--- config.mk ---
export PLATFORM = sky130hd
export DESIGN_NAME = lkat_pick
export DESIGN_NICKNAME = d
export VERILOG_FILES = /design/src/design/level_key_accumulate_table_top_macros.svh /design/src/design/lkat_pick.sv
export SDC_FILE = /design/constraint.sdc
export NUM_CORES = 1
export LEC_CHECK = 0
export BUFFER_PORTS_ARGS = -buffer_cell sky130_fd_sc_hd__buf_2
export CORE_UTILIZATION = 38
export DETAILED_ROUTE_END_ITERATION = 12
export PLACE_DENSITY = 0.92
export SYNTH_ARGS = -nofsm -noshare
export SYNTH_HDL_FRONTEND = slang
export SYNTH_SLANG_ARGS = --single-unit
--- constraint.sdc ---
create_clock -name vclk -period 1.92
set_input_delay 0.384 -clock vclk [all_inputs]
set_output_delay 0.384 -clock vclk [all_outputs]
set_load 0.01 [all_outputs]
--- src/design/level_key_accumulate_table_top_macros.svh ---
// ----------------------------------------------------------------------------
// Assertion macros for the level key accumulate table
// Shared concurrent property forms, clocked and disabled under reset.
// ----------------------------------------------------------------------------
`ifndef LEVEL_KEY_ACCUMULATE_TABLE_TOP_MACROS_SVH
`define LEVEL_KEY_ACCUMULATE_TABLE_TOP_MACROS_SVH

// Consequent must hold in the same cycle as the antecedent.
`define LKAT_ASSERT_SAME(label, clk, rst_n, ante, cons) \
    label: assert property (@(posedge clk) disable iff (!rst_n) (ante) |-> (cons)) \
        else $error("lkat: same-cycle check failed");

// Consequent must hold in the cycle after the antecedent.
`define LKAT_ASSERT_NEXT(label, clk, rst_n, ante, cons) \
    label: assert property (@(posedge clk) disable iff (!rst_n) (ante) |=> (cons)) \
        else $error("lkat: next-cycle check failed");

`endif

--- src/design/lkat_pick.sv ---
// ----------------------------------------------------------------------------
// lkat_pick
// Lowest-index select over the registered hit vector of the cell row.
// ----------------------------------------------------------------------------
module lkat_pick #(
    parameter int ENTRIES = 64
) (
    input  logic [ENTRIES-1:0]         hit,
    output logic                       found,
    output logic [$clog2(ENTRIES)-1:0] index
);
    localparam int IDX_W = $clog2(ENTRIES);

    // Walk from the top so the lowest set bit lands last
    always_comb
    begin
        index = '0;
        for (int i = ENTRIES - 1; i >= 0; i--)
        begin
            if (hit[i])
            begin
                index = IDX_W'(i);
            end
        end
    end

    assign found = |hit;

endmodule
==> impl_summary.txt <==
----------------------------------------------------
[Placed design]
  Placed Cells ... 291
  Last weighted congestion value of the routability-driven placer ... 0.853
  Post-Place Setup Slack ... -0.309 ns
  Port-buffer cells ... 71
  Detailed Place HPWL ... 3170 um

[Power]
  Maximum vdd drop ... 0.145 mV
  Cell Int Power ... 0.168 mW
  Power Dens Cells ... 174 nW/um2
  Leakage ... 0.817 nW
  Clock network power share ... 0%
  Comb pwr share ... 100.0%
  Switching component of the power ... 0.160 mW
  Switching part of the total power ... 48.8%
  Sequential Power Share ... 0%

[Floorplan]
  Vertical die dimension ... 50.3 um
  Overall die area ... 2530 um2
  Num rows ... 17
  Top Ports ... 71
  Starting Density ... 40.1%
  Placeable core region ... 2210 um2
  Horizontal die dimension ... 50.3 um

[Timing]
  Worst slew margin ... 69.9%
  Max-slew violation count ... 0
  Portion of the clock cycle consumed by the worst path in the final layout ... 115%
  RSZ-0062 raised after global routing ... yes
  PnR worst setup slack ... -0.296 ns
  Finish-stage setup viols ... 7
  F_max ... 0.451 GHz
  Actual slew at the worst max-slew pin ... 0.447 ns
  Final-report hold violation count ... 0
  Min Clock Period, post-route ... 2.22 ns

[Drt]
  Routed wire length per instance ... 15.9 um
  Number of DRC markers in iteration 0 ... 43
  Via count ... 1727
  First-pass iteration count of the detailed router ... 4
  Via density per instance ... 5.91
  Routed Antenna Nets ... 0
  DRC viols ... 0
  Total Wirelength ... 4640 um

[Synth]
  Post-Syn Area ... 887 um2
  Mapped Nets ... 209
  Synthesized area per cell ... 6.12 um2
  Post-synthesis cell type count ... 40
  Post-synthesis sequential area ratio ... 0%
  Cells after Synth ... 145
  Total of warnings raised by yosys ... 0

[Finish]
  Clock buffers ... 0
  Layout cells sized above 1 ... 57.6%
  Combined area of the multi-input logic cells ... 1020 um2
  Sequential Area ... 0 um2
  Final #Nets ... 330
  # fillers ... 128
  Count of placed standard cells in the final layout, fillers left out ... 292
  Share of the core filled with cells in the final layout ... 84.9%
  Area growth from synthesis to layout ... 112%
  Final antenna diode count ... 0
  Number of flip-flops and latches ... 0

[Setup path]
  Crit path arrival time ... 1.83 ns
  Critical path startpoint category ... input pin
  Slowest stage cell, crit path ... or4_4
  Worst path cell trace ... buf_6, or4_4, nor2b_1, nand2_1, nor2_4, nand3b_1, buf_2
  Kind of end point of the critical path ... output pin
  Largest fanout on the critical path ... 3
  Largest stage delay on the critical path ... 0.55 ns
  Critical path required time ... 1.54 ns
  Setup CP Type ... in -> out
  Worst setup path startpoint ... hit[36]

[Run status]
  Result of the run ... complete, but fails checks
  Failing checks ... negative setup slack

[Global route]
  GRT Total Usage ... 32.9%
  Via count of the first global-routing pass ... 1642
  Largest net degree at the start of global routing ... 6
  Aggregate global routing overflow ... 0
  Number of antenna violations at the first check in global routing ... 0
  Wire length of the first global-routing pass ... 6660 um

[Flow run]
  Number of max-capacitance violations reported ... 0

[Worst hold path]
  Worst hold-check path type ... in -> out
  Hold path start ... hit[1]

----------------------------------------------------
## power groups by stage
stage | combinational (mW) | sequential [mW] | clock, mW
2_1_floorplan | 0.0685 | 0 | 0
3_3_place_gp | 0.253 | 0 | 0
3_5_place_dp | 0.263 | 0 | 0
4_1_cts | 0.294 | 0 | 0
5_1_grt | 0.349 | 0 | 0
6_report | 0.328 | 0 | 0
## worst max-delay path, delay by kind of cell
kind                   cells  cell delay (ns)
AND/OR/NAND/NOR            5             1.21
buffers and inverters      2             0.23
## area by class of cell
class	count	area share, %
timing repair buffer	119	41.6
inverter	10	2.00
tap	28	1.87
multi-input combinational	135	54.5
## path summary, 6_finish.rpt
check                 depth (start not counted)  slack [ns]        to
worst min-delay path                          5        1.23  index[5]
worst max-delay path                          7       -0.30     found
## kinds of logic (layout without fill, tap and decap cells)
family | Yosys count | in the layout | share of synthesized area, %
buffers and inverters | 10 | 129 | 4.23
AND/OR/NAND/NOR | 88 | 88 | 59.4
AO/OA/AOI/OAI | 47 | 47 | 36.4
## timing repair
| item | CTS | global route |
|---|---|---|
| gates resized for setup | 28 | 20 |
| setup buffers | 1 | 1 |
| endpoints found under the setup margin | 7 | 7 |
| hold buffers | 0 | 0 |
| pin swaps | 21 | 11 |
## per-stage QoR
step | power [mW] | area, um2 | TNS (ns) | hold WS (ns)
2_1_floorplan | 0.0685 | 893 | -0.0405 | 0.907
4_1_cts | 0.294 | 1790 | -1.24 | 1.22
3_3_place_gp | 0.253 | 1640 | -1.54 | 1.21
3_5_place_dp | 0.263 | 1640 | -1.81 | 1.23
6_report | 0.328 | 1880 | -1.46 | 1.23
5_1_grt | 0.349 | 1880 | -1.92 | 1.28
## cells in the mapped netlist (2+ instances only)
cell type   n  area [um2]
nor3_1     12        60.1
o21bai_1    3        22.5
nor2b_1     4        25.0
nand2b_1    4        25.0
o21ai_0     6        30.0
nand3_1     6        30.0
a31oi_1     2        12.5
a211oi_1    2        15.0
nor2_1     19        71.3
a21boi_1    2        15.0
nor4_4      2        42.5
or4_1       3        22.5
nand2_1     9        33.8
o211ai_1    4        30.0
inv_1      10        37.5
a21oi_1    10        50.1
o311ai_1    2        17.5
o21a_1      3        22.5
o31ai_1     3        22.5
nor4_1     16         100
or4_4       2        22.5
or3_1       3        18.8
## layer usage
metal  GRT usage [%]  vias up  part of all wire [%]
met4            7.41        0                   3.4
met5               0        -                     0
met2            68.7       97                    54
li1                -      814                     -
met1            33.5      796                    37
met3            3.94       20                   5.6
## cells in the final DEF, fill, tap and decap left out, drive strengths merged, types with 3 or more instances in the layout
master,count
buf,118
nor2,20
nor4,18
nor3,12
a21oi,10
inv,10
nand2,9
nand3,7
o21ai,7
or4,5
nor2b,5
o211ai,4
nand2b,4
o21a,3
o21bai,3
a21boi,3
o311ai,3
o31ai,3
or3,3
Power figures use the tool's default switching activity.
