$ cat src/design/level_key_accumulate_table_top_macros.svh
// ----------------------------------------------------------------------------
// Assertion macros for the level key accumulate table
// Shared concurrent property forms, clocked and disabled under reset.
// ----------------------------------------------------------------------------
`ifndef LEVEL_KEY_ACCUMULATE_TABLE_TOP_MACROS_SVH
`define LEVEL_KEY_ACCUMULATE_TABLE_TOP_MACROS_SVH

// Consequent must hold in the same cycle as the antecedent.
`define LKAT_ASSERT_SAME(label, clk, rst_n, ante, cons) \
    label: assert property (@(posedge clk) disable iff (!rst_n) (ante) |-> (cons)) \
        else $error("lkat: same-cycle check failed");

// Consequent must hold in the cycle after the antecedent.
`define LKAT_ASSERT_NEXT(label, clk, rst_n, ante, cons) \
    label: assert property (@(posedge clk) disable iff (!rst_n) (ante) |=> (cons)) \
        else $error("lkat: next-cycle check failed");

`endif

$ cat src/design/lkat_pkg.sv
// ----------------------------------------------------------------------------
// lkat_pkg
// Types and constants shared by the level key accumulate table modules.
// ----------------------------------------------------------------------------
package lkat_pkg;

    localparam int LEVEL_W    = 6;
    localparam int LEVELS     = 6;
    localparam int COEF_W     = 32;
    localparam int DIMS_W     = 3;
    localparam int IDX_PORT_W = 6;
    localparam int CNT_PORT_W = 7;

    localparam logic [DIMS_W-1:0] DIMS_RESET = 3'd2;

    typedef enum logic [1:0] {
        FUNC_ACCUM   = 2'd0,
        FUNC_COMPACT = 2'd1,
        FUNC_SET     = 2'd2,
        FUNC_READ    = 2'd3
    } lkat_func_t;

    typedef enum logic [1:0] {
        STAT_OK    = 2'd0,
        STAT_FULL  = 2'd1,
        STAT_RANGE = 2'd2,
        STAT_SAT   = 2'd3
    } lkat_status_t;

    typedef enum logic [2:0] {
        S_IDLE,
        S_MATCH,
        S_PICK,
        S_LOAD,
        S_FINISH,
        S_SQUEEZE
    } lkat_state_t;

    typedef struct packed {
        lkat_func_t                func;
        logic [LEVEL_W-1:0]        level_0;
        logic [LEVEL_W-1:0]        level_1;
        logic [LEVEL_W-1:0]        level_2;
        logic [LEVEL_W-1:0]        level_3;
        logic [LEVEL_W-1:0]        level_4;
        logic [LEVEL_W-1:0]        level_5;
        logic signed [COEF_W-1:0]  coefficient;
        logic [IDX_PORT_W-1:0]     entry_index;
    } lkat_req_t;

    typedef struct packed {
        logic [IDX_PORT_W-1:0]     result_index;
        logic signed [COEF_W-1:0]  result_coefficient;
        logic [LEVEL_W-1:0]        out_level_0;
        logic [LEVEL_W-1:0]        out_level_1;
        logic [LEVEL_W-1:0]        out_level_2;
        logic [LEVEL_W-1:0]        out_level_3;
        logic [LEVEL_W-1:0]        out_level_4;
        logic [LEVEL_W-1:0]        out_level_5;
        logic [CNT_PORT_W-1:0]     entry_count;
        lkat_status_t              status;
    } lkat_rsp_t;

    // Per-cell write controls from the sequencer
    typedef struct packed {
        logic load_key;
        logic load_coef;
        logic shift;
    } lkat_cell_ctrl_t;

endpackage

$ cat src/design/lkat_cell.sv
// ----------------------------------------------------------------------------
// lkat_cell
// One table entry: stored key and coefficient, local key compare, and a
// left-shift path that takes the right-hand neighbor's contents.
// ----------------------------------------------------------------------------
module lkat_cell #(
    parameter int MAX_DIMS = 6
) (
    input  logic                                          clk,
    input  lkat_pkg::lkat_cell_ctrl_t                     ctrl,
    input  logic [MAX_DIMS-1:0][lkat_pkg::LEVEL_W-1:0]    wr_key,
    input  logic [lkat_pkg::COEF_W-1:0]                   wr_coef,
    input  logic [MAX_DIMS-1:0][lkat_pkg::LEVEL_W-1:0]    nbr_key,
    input  logic [lkat_pkg::COEF_W-1:0]                   nbr_coef,
    input  logic [MAX_DIMS-1:0][lkat_pkg::LEVEL_W-1:0]    match_key,
    input  logic [MAX_DIMS-1:0]                           dims_mask,
    output logic                                          hit,
    output logic [MAX_DIMS-1:0][lkat_pkg::LEVEL_W-1:0]    key,
    output logic [lkat_pkg::COEF_W-1:0]                   coef,
    output logic                                          zero
);
    import lkat_pkg::*;

    logic [MAX_DIMS-1:0][LEVEL_W-1:0] key_reg;
    logic [COEF_W-1:0]                coef_reg;
    logic [MAX_DIMS-1:0]              dim_eq;

    // Shift and load never coincide; shift wins by order only for safety
    always_ff @(posedge clk)
    begin
        priority if (ctrl.shift)
        begin
            key_reg  <= nbr_key;
            coef_reg <= nbr_coef;
        end
        else
        begin
            if (ctrl.load_key)
            begin
                key_reg <= wr_key;
            end
            if (ctrl.load_coef)
            begin
                coef_reg <= wr_coef;
            end
        end
    end

    // Ignore components outside the active dimension count
    always_comb
    begin
        for (int d = 0; d < MAX_DIMS; d++)
        begin
            dim_eq[d] = !dims_mask[d] || (key_reg[d] == match_key[d]);
        end
    end

    assign hit  = &dim_eq;
    assign key  = key_reg;
    assign coef = coef_reg;
    assign zero = (coef_reg == '0);

endmodule

$ cat config.mk
export PLATFORM = sky130hd
export DESIGN_NAME = lkat_cell
export DESIGN_NICKNAME = d
export VERILOG_FILES = /design/src/design/level_key_accumulate_table_top_macros.svh /design/src/design/lkat_pkg.sv /design/src/design/lkat_cell.sv
export SDC_FILE = /design/constraint.sdc
export NUM_CORES = 1
export LEC_CHECK = 0
export ABC_CLOCK_PERIOD_IN_PS = 1900
export BUFFER_PORTS_ARGS = -buffer_cell sky130_fd_sc_hd__buf_2
export CAP_MARGIN = 5
export CELL_PAD_IN_SITES_DETAIL_PLACEMENT = 1
export CELL_PAD_IN_SITES_GLOBAL_PLACEMENT = 1
export CORE_MARGIN = 2
export CORE_UTILIZATION = 30
export DETAILED_ROUTE_END_ITERATION = 7
export PLACE_DENSITY = 0.87
export SETUP_SLACK_MARGIN = 0.1
export SYNTH_ARGS = -nofsm -noshare
export SYNTH_HDL_FRONTEND = slang
export SYNTH_SLANG_ARGS = --single-unit
$ cat constraint.sdc
create_clock -name clk -period 1.9 [get_ports clk]
set_clock_uncertainty 0.15 [all_clocks]
set_input_delay 0.19 -clock clk [delete_from_list [all_inputs] [get_ports clk]]
set_output_delay 0.19 -clock clk [all_outputs]
set_load 0.01 [all_outputs]
==> results of run 1 <==
==> repair_timing <==
action,CTS,global route
hold buffers,78,0
setup endpoints to repair,2,2
pin swaps,6,2
resized for setup,6,3
hold endpoints to repair,44,0
setup buffers,2,0
==> synthesized netlist by cell type (all sizes together) <==
library cell  instances  area share (%)
edfxtp               68              61
mux2                 68              23
xor2                 24             6.3
nor4                 14             2.6
xnor2                12             3.1
buf                   7             1.0
nand3                 6            0.90
a22oi                 3            0.67
nand4                 2            0.37
or2                   2            0.37
and3                  1            0.19
clkbuf                1            0.11
nor2                  1            0.11
==> per-stage QoR <==
step | std cells | util [%] | worst slack (ps) | setup TNS [ps] | hold WS, ps
after floorplan | 209 | - | 245 | 0 | 260
after global placement | 595 | 43.8 | 59.7 | 0 | 342
after detailed placement | 595 | 43.8 | 8.59 | 0 | 346
after CTS | 689 | 53.1 | -347 | -347 | 0.130
after global routing | 689 | 53.2 | -436 | -465 | 1.41
final | 690 | 53.3 | -369 | -369 | 23.9
==> logic make-up (layout without fill, tap and decap cells) <==
family / count (synthesis) / in the layout / synth area share [%]
muxes: 68 / 68 / 22.9
DFF: 68 / 68 / 61.2
xor gates and xnor gates: 36 / 36 / 9.45
and+or+nand+nor: 26 / 26 / 4.57
buffers and inverters: 8 / 348 / 1.16
AOI/OAI and AO/OA: 3 / 3 / 0.675
other: 0 / 1 / 0
==> power groups by stage <==
stage	registers (uW)	clock network (uW)	logic [uW]
2_1_floorplan	2060	0	263
3_3_place_gp	1970	0	752
3_5_place_dp	1990	0	774
4_1_cts	1960	1140	941
5_1_grt	1990	1190	1030
6_report	1960	1110	954
==> routing by layer <==
layer | vias up | wire length [um]
met4 | 0 | 395
li1 | 1479 | -
met5 | - | 0
met3 | 29 | 1170
met1 | 1467 | 4220
met2 | 172 | 6820
==> worst paths after layout <==
check | end | from | cells after the start
worst max-delay path | hit | key[19] | 6
worst min-delay path | key[7] | nbr_key[7] | 2
==> placed cells by master (no fill, tap or decap), types with 2 or more instances in the layout <==
master	count
buf_2	251
dlygate4sd3_1	78
mux2_2	68
edfxtp_1	68
xor2_1	24
xnor2_1	12
clkbuf_8	9
nor4_1	8
nor4_2	6
nand3_1	5
buf_4	5
a22oi_2	2
nand4_1	2
or2_2	2
clkinv_1	2
==> area by class of cell <==
class	count	area (um^2)
sequential	68	2040
clock inverter	4	42.5
clock buffer	10	128
multi-input combinational	133	1310
tap	140	175
timing repair buffer	334	2070
fill	1205	5070
antenna	1	2.50
==> results.cfg, run 1 <==
[worst_setup_path]
cp_cell_sequence = xor2_1 -> nor4_1 -> nand3_1 -> a22oi_1 -> and3_1 -> buf_2
cp_num_buf_inv = 1
worst_path_dominant_cell_family = simple AND/OR/NAND/NOR gates
critical_path_required_ps = 1560
crit_path_end_kind = output port
path_max_fanout = 2
max_stage_delay_ps = 420
cp_slowest_cell = edfxtp_1
cp.arrival_ps = 1930
worstSetupPathType = flop to output port
start_kind = flop

[pwr]
clockPowerShare_pct = 27.6
swShare_pct = 26.0
ir_drop_v = 0.000350
seqPwrFrac_pct = 48.8
power.total_uw = 4030
p_per_area_mw_per_mm2 = 698
intPower_uw = 2980
pwr-share-comb_pct = 23.7
p_switching_uw = 1050
p_leak_uw = 0.00255

[drt]
viasPerCell = 4.56
routedWlPerCell_um = 18.3
wirelength_um = 12600
drt_iter0_drc = 55
ant_nets = 0
vias = 3147
drc = 0
drtPass1Iterations = 4

[floorplan]
dieArea_mm2 = 0.0120
pin_count = 252
core_region_area_mm2 = 0.0108
dieHeight_um = 109
die_w_um = 109
start_util_pct = 30.8
rows = 38

[timing]
hold_viol_final = 0
worst_slack_ps = -369
slew_viol_final = 0
period_minus_slack_ps = 2270
slew_headroom_pct = 40.6
worst_pin_slew_ps = 891
rsz0062_at_grt = true
timing.fmax_mhz = 441
setup_viol = 1
fin_crit_sh_pct = 119

[placed_design]
placed_cell_area_mm2 = 0.00475
hpwl_um = 8640
gp_congestion = 0.766
port_buffers = 251

[finish]
largest_reg_flops = 36
synthToLayoutAreaGrowth_pct = 73.0
layout-drive-gt1-share_pct = 63.0
final_nets = 728
final_area_mm2 = 0.00577

[clock_network]
clock-root-buffer = clkbuf_8
cts.sink_count = 68
clkTransAtPathRegs_ps = 70
clk_path_buf_depth = 2
numCtsBuffers = 9
htreeDepth = 3
cts_tree = yes

[synthesis]
synth_area_per_cell_um2 = 16.0
yosysUniqueCellTypes = 13
ys_seq_area_share_pct = 61.2
synthCells = 209
yosysWarnings = 0
synth_area_mm2 = 0.00334
synth_seq_cells = 68
synth_fp_nets = 391

[global_route]
grt_max_degree = 37
grt_first_pass_wirelength_um = 17900
grt.met2_usage_pct = 39.5
grt_use_met1_pct = 18.5
antenna_found_initial = 0
met3_usage_pct = 6.64
grt_pass1_vias = 3598
gr-max-usage-layer = met2
overflow = 0
grtUsageTotal_pct = 20.4

[hold_path]
hp-class = input pin to flop

[job]
drv_cap = 0

[status]
violations = negative setup slack
status = complete, but fails checks
Power figures use the tool's default switching activity.
==> run 2: changes to the inputs <==
- CORE_MARGIN: 2 -> 8
==> run 2 against run 1 <==
  * The flow still finishes with violations (negative setup slack)
  * Final cell count rose by 2.2%
  * Via count up 3.6%
  * Die area grew 23%
  * Sequential cell count is the same
  * Combinational power grew 7%
  * Maximum frequency fell by 0.50%
  * Routed wire length increased by 23%
  * Hold slack lost 6.1 ps
  * Worst setup slack got worse by 11 ps
  * Critical path depth is 1 higher
  * Count of clock-buffer cells in the layout unchanged
  * Core utilization is 1.8 points higher
==> results.cfg, run 2 (same netlist as run 1, synthesis figures left out) <==
[finish]
final_area_mm2 = 0.00597
fillCellCount = 1186
synthToLayoutAreaGrowth_pct = 78.9
mostFrequentLayoutCells = buf_2 (251), dlygate4sd3_1 (91), mux2_2 (68), edfxtp_1 (68), xor2_1 (24)
layout-drive-gt1-share_pct = 62.1
seqCellArea_mm2 = 0.00204
largest_reg_flops = 36
final_nets = 743
multi_input_area_mm2 = 0.00135
final_common_cell = buf_2

[global_route]
grt_max_degree = 40
grtUsageTotal_pct = 20.4
overflow = 0
grt_first_pass_wirelength_um = 22700
grt_pass1_vias = 4021
antenna_found_initial = 1

[drt]
drtPass1Iterations = 4
wirelength_um = 15500
vias = 3260
viasPerCell = 4.62
ant_nets = 0
drt_iter0_drc = 115
routedWlPerCell_um = 22.1
drc = 0

[worst_setup_path]
cp.arrival_ps = 1940
cp_cell_sequence = xor2_1 -> nor4_1 -> buf_4 -> nand3_4 -> a22oi_2 -> and3_1 -> buf_2
max_stage_delay_ps = 410
cp_slowest_cell = edfxtp_1
worstSetupPathType = flop to output port
critical_path_required_ps = 1560
crit_path_end_kind = output port
start_kind = flop
cp_num_buf_inv = 2
path_max_fanout = 2
worst_path_dominant_cell_family = simple AND/OR/NAND/NOR gates

[pwr]
power.total_uw = 4120
p_per_area_mw_per_mm2 = 691
p_leak_uw = 0.00262
ir_drop_v = 0.000405

[placed_design]
port_buffers = 251
placed_cell_area_mm2 = 0.00477
gp_congestion = 0.864
hpwl_um = 10300

[clock_network]
cts_tree = yes
clkTransAtPathRegs_ps = 70
cts.sink_count = 68
clk_path_buf_depth = 2
numCtsBuffers = 9
htreeDepth = 3
clock-root-buffer = clkbuf_8

[timing]
setup_viol = 1
timing.fmax_mhz = 439
period_minus_slack_ps = 2280
rsz0062_at_grt = true
fin_crit_sh_pct = 120
holdWs_ps = 17.8
slew_viol_final = 0
slew_headroom_pct = 42.0
worst_pin_slew_ps = 871
hold_viol_final = 0
worst_slack_ps = -380

[status]
status = complete, but fails checks
violations = negative setup slack

[floorplan]
core_region_area_mm2 = 0.0108
start_util_pct = 30.8
dieHeight_um = 121
pin_count = 252
die_w_um = 121
dieArea_mm2 = 0.0148
rows = 38

[hold_path]
min_to = key[26]
min_path_cells = 2
hp-class = input pin to flop
min_from = nbr_key[26]

[job]
drv_cap = 0
run 2: per-layer routing:
metal / global-route usage [%] / routed length, um / vias up / share of wire [%]
met5: 0 / 0 / - / 0
met4: 8.94 / 418 / 0 / 2.7
met3: 7.58 / 1590 / 30 / 10
met2: 40.2 / 8450 / 200 / 54
met1: 17.7 / 5100 / 1517 / 33
li1: - / - / 1513 / -
run 2: through the flow:
step	std cells	worst slack (ps)	util, %	TNS [ps]
final	705	-380	55.1	-380
after global routing	705	-448	55.1	-532
after CTS	703	-366	54.7	-366
after detailed placement	596	1.50	44.0	0
after global placement	596	47.7	44.0	0
after floorplan	209	245	-	0
run 2: layout make-up:
| cell class | instances | area share [%] |
|---|---|---|
| clock inverter | 4 | 0.713 |
| timing repair buffer | 349 | 37.4 |
| clock buffer | 10 | 2.14 |
| antenna | 1 | 0.0419 |
| tap | 140 | 2.94 |
| multi-input combinational | 133 | 22.6 |
| sequential | 68 | 34.2 |
run 2: timing repair:
| item | 4_1_cts | 5_1_grt |
|---|---|---|
| gates resized for setup | 9 | 5 |
| endpoints found under the hold margin | 52 | 0 |
| hold buffers | 92 | 0 |
| pin swaps | 5 | 8 |
| setup endpoints to repair | 2 | 3 |
| buffers inserted | 1 | 2 |
run 2: worst max-delay path by stage:
stage            start  endpoint  slack (ps)  cells after the start
2_1_floorplan  key[11]       hit         250                      5
4_1_cts        key[24]       hit        -370                      7
5_1_grt        key[25]       hit        -450                      7
6_report       key[28]       hit        -380                      7
3_5_place_dp   key[21]       hit           1                      6
3_3_place_gp   key[21]       hit          50                      6
run 2: report_power, final:
| part | internal (uW) | total (uW) | switching [uW] |
|---|---|---|---|
| sequential | 1850 | 1980 | 131 |
| combinational | 579 | 1020 | 439 |
| clock | 582 | 1120 | 540 |
==> run 3: changes to the inputs <==
- ABC_AREA: unset -> 1
- CORE_UTILIZATION: 30 -> 28
- REMOVE_ABC_BUFFERS: unset -> 1
- SETUP_SLACK_MARGIN: 0.1 -> 0.02
==> run 3 against run 2 <==
  * The run now ends clean
  * Count of clock-buffer cells in the layout decreased by 1
  * Largest power group unchanged
  * Worst setup slack improved by 400 ps
  * Via count increased by 40%
  * Combinational power increased by 9.8%
  * Sequential power about the same
  * Hold slack got worse by 6.5 ps
  * Synthesized cell count increased by 120%
  * Core utilization decreased by 3.4 points
  * Maximum frequency increased by 21%
==> results.cfg, run 3 <==
[floorplan]
die_w_um = 130
pin_count = 252
core_region_area_mm2 = 0.0127
start_util_pct = 28.9
rows = 41
dieHeight_um = 130
dieArea_mm2 = 0.0170

[pwr]
pwr-share-comb_pct = 23.0
clockPowerShare_pct = 36.8
power.total_uw = 4880
ir_drop_v = 0.000317
intPower_uw = 3550
p_leak_uw = 0.00353
seqPwrFrac_pct = 40.2
p_switching_uw = 1330
swShare_pct = 27.3
p_per_area_mw_per_mm2 = 747

[global_route]
antenna_found_initial = 4
grt_max_degree = 40
gr-max-usage-layer = met2
overflow = 0
grt_pass1_vias = 5102
grt.met2_usage_pct = 38.6
grt_first_pass_wirelength_um = 27100
met3_usage_pct = 9.55
grt_use_met1_pct = 20.3
grtUsageTotal_pct = 21.4

[drt]
wirelength_um = 18500
routedWlPerCell_um = 18.4
drtPass1Iterations = 4
vias = 4548
drt_iter0_drc = 152
viasPerCell = 4.51
ant_nets = 0
drc = 0

[finish]
final_nets = 1009
synthToLayoutAreaGrowth_pct = 78.9
fillCellCount = 1585
mostFrequentLayoutCells = nand2_1 (273), buf_2 (251), dlygate4sd3_1 (105)
seqCellArea_mm2 = 0.00204
multi_input_area_mm2 = 0.00140
final_area_mm2 = 0.00654
final_common_cell = nand2_1
largest_reg_flops = 36
layout-drive-gt1-share_pct = 34.4

[worst_setup_path]
cp.arrival_ps = 1540
start_kind = flop
critical_path_required_ps = 1560
crit_path_end_kind = output port
critPathCapture = hit
worstSetupPathType = flop to output port
critical_path.startpoint = key[8]
path_max_fanout = 3

[timing]
slew_headroom_pct = 49.5
timing.fmax_mhz = 532
fin_crit_sh_pct = 99.0
hold_viol_final = 0
worst_pin_slew_ps = 757
worst_slack_ps = 19.5
slew_viol_final = 0
setup_viol = 0
period_minus_slack_ps = 1880
rsz0062_at_grt = true

[synthesis]
ys_seq_area_share_pct = 55.9
synth_area_per_cell_um2 = 7.85
ys_dominant_reg_cell = edfxtp_1
yosysWarnings = 0
synthTopCellsByArea = edfxtp_1 (56%), nand2_1 (28%), inv_1 (4.5%), nor2_1 (3.1%), xor2_1 (2.2%)
yosysMostFrequentCell = nand2_1
synthSimpleGateAreaFrac_pct = 34.7
synth_area_mm2 = 0.00366
synth_seq_cells = 68
async_flop_share_pct = 0
synth_compound_area_share_pct = 0.411
yosysTopAreaCell = edfxtp_1
synthMuxAreaShare_pct = 0
synth_top_family_by_area = simple AND/OR/NAND/NOR gates
synthCells = 466
yosysUniqueCellTypes = 17
synth-xor-area-share_pct = 2.16
synthAdderAreaFrac_pct = 0
ys_top_cells_by_count = nand2_1 (274), edfxtp_1 (68), inv_1 (44)
synth-edff-count = 68
synth_top_area_share_pct = 55.9

[job]
drv_cap = 0

[clock_network]
htreeDepth = 3
clkTransAtPathRegs_ps = 50
clock-root-buffer = clkbuf_16
numCtsBuffers = 9
cts_tree = yes
clk_path_buf_depth = 2
cts.sink_count = 68

[hold_path]
hp-class = input pin to flop
min_from = nbr_key[13]

[placed_design]
gp_congestion = 0.770
hpwl_um = 12000
dp_slack_ps = 290
port_buffers = 251
placed_cell_area_mm2 = 0.00510

[status]
status = finished, final reports clean
[run 3: cell types whose count changed in the layout (fill, tap and decap cells not counted), moves of 3 or more]
| cell | before | now |
|---|---|---|
| nor2_1 | 1 | 29 |
| xnor2_1 | 12 | 0 |
| diode_2 | 1 | 4 |
| xor2_1 | 24 | 9 |
| dlygate4sd3_1 | 91 | 105 |
| clkbuf_16 | 0 | 9 |
| mux2_2 | 68 | 0 |
| inv_1 | 0 | 43 |
| clkbuf_8 | 9 | 0 |
| nand2_1 | 0 | 273 |
[run 3: cell type report]
| class | count | share of cell area, % |
|---|---|---|
| tap | 172 | 3.29 |
| inverter | 45 | 2.62 |
| antenna | 4 | 0.153 |
| sequential | 68 | 31.2 |
| timing repair buffer | 365 | 36.5 |
| clock inverter | 7 | 1.40 |
| clock buffer | 9 | 3.44 |
| multi-input combinational | 338 | 21.4 |
[run 3: power by group through the flow]
stage	registers (uW)	clock network [uW]	logic (uW)
floorplan	2060	0	271
finish	1970	1800	1120
global placement	1970	0	843
detailed placement	1990	0	867
CTS	1960	1830	1080
global route	1990	1880	1230
[run 3: cells by family after synthesis]
family / Yosys count
DFF: 68
and+or+nand+nor: 326
buffers and inverters: 60
AOI/OAI and AO/OA: 3
xor gates and xnor gates: 9
[run 3: worst min-delay path by stage]
| stage | end | slack, ps | depth (start not counted) |
|---|---|---|---|
| 2_1_floorplan | coef[0] | 220 | 2 |
| 3_3_place_gp | key[15] | 310 | 3 |
| 3_5_place_dp | key[20] | 310 | 3 |
| 4_1_cts | coef[12] | 0.4 | 3 |
| 5_1_grt | key[29] | 10 | 3 |
| 6_report | key[13] | 10 | 3 |
[run 3: critical path: stages (launching register included)]
cell and delay, ps:
edfxtp_1 420, nand2_1 100, nand2_1 50, nor2_1 120, nand3_1 90, nand2_1 60, nand2_1 50, inv_1 60
nand2_2 50, nor2_2 70, buf_2 140
[run 3: stage by stage]
stage                     hold slack [ps]  utilization, %  TNS, ps  cells
final                                11.3            51.6        0   1008
after global routing                 10.5            51.6     -130   1006
after CTS                           0.367            51.4    -11.5   1004
after detailed placement              310            40.3        0    880
after global placement                306            40.3        0    880
after floorplan                       219               -        0    451
[run 3: what timing repair did]
item                       CTS  global route
setup endpoints to repair    2             3
hold endpoints to repair    59             0
pin swaps                    5             2
hold buffers               105             0
buffers inserted             3             0
resized for setup            5             5
[run 3: metal layers]
layer,vias to the layer above,share of wire (%)
met5,-,0.15
met4,4,3.4
met3,49,12
met2,217,50
met1,2104,34
li1,2174,-
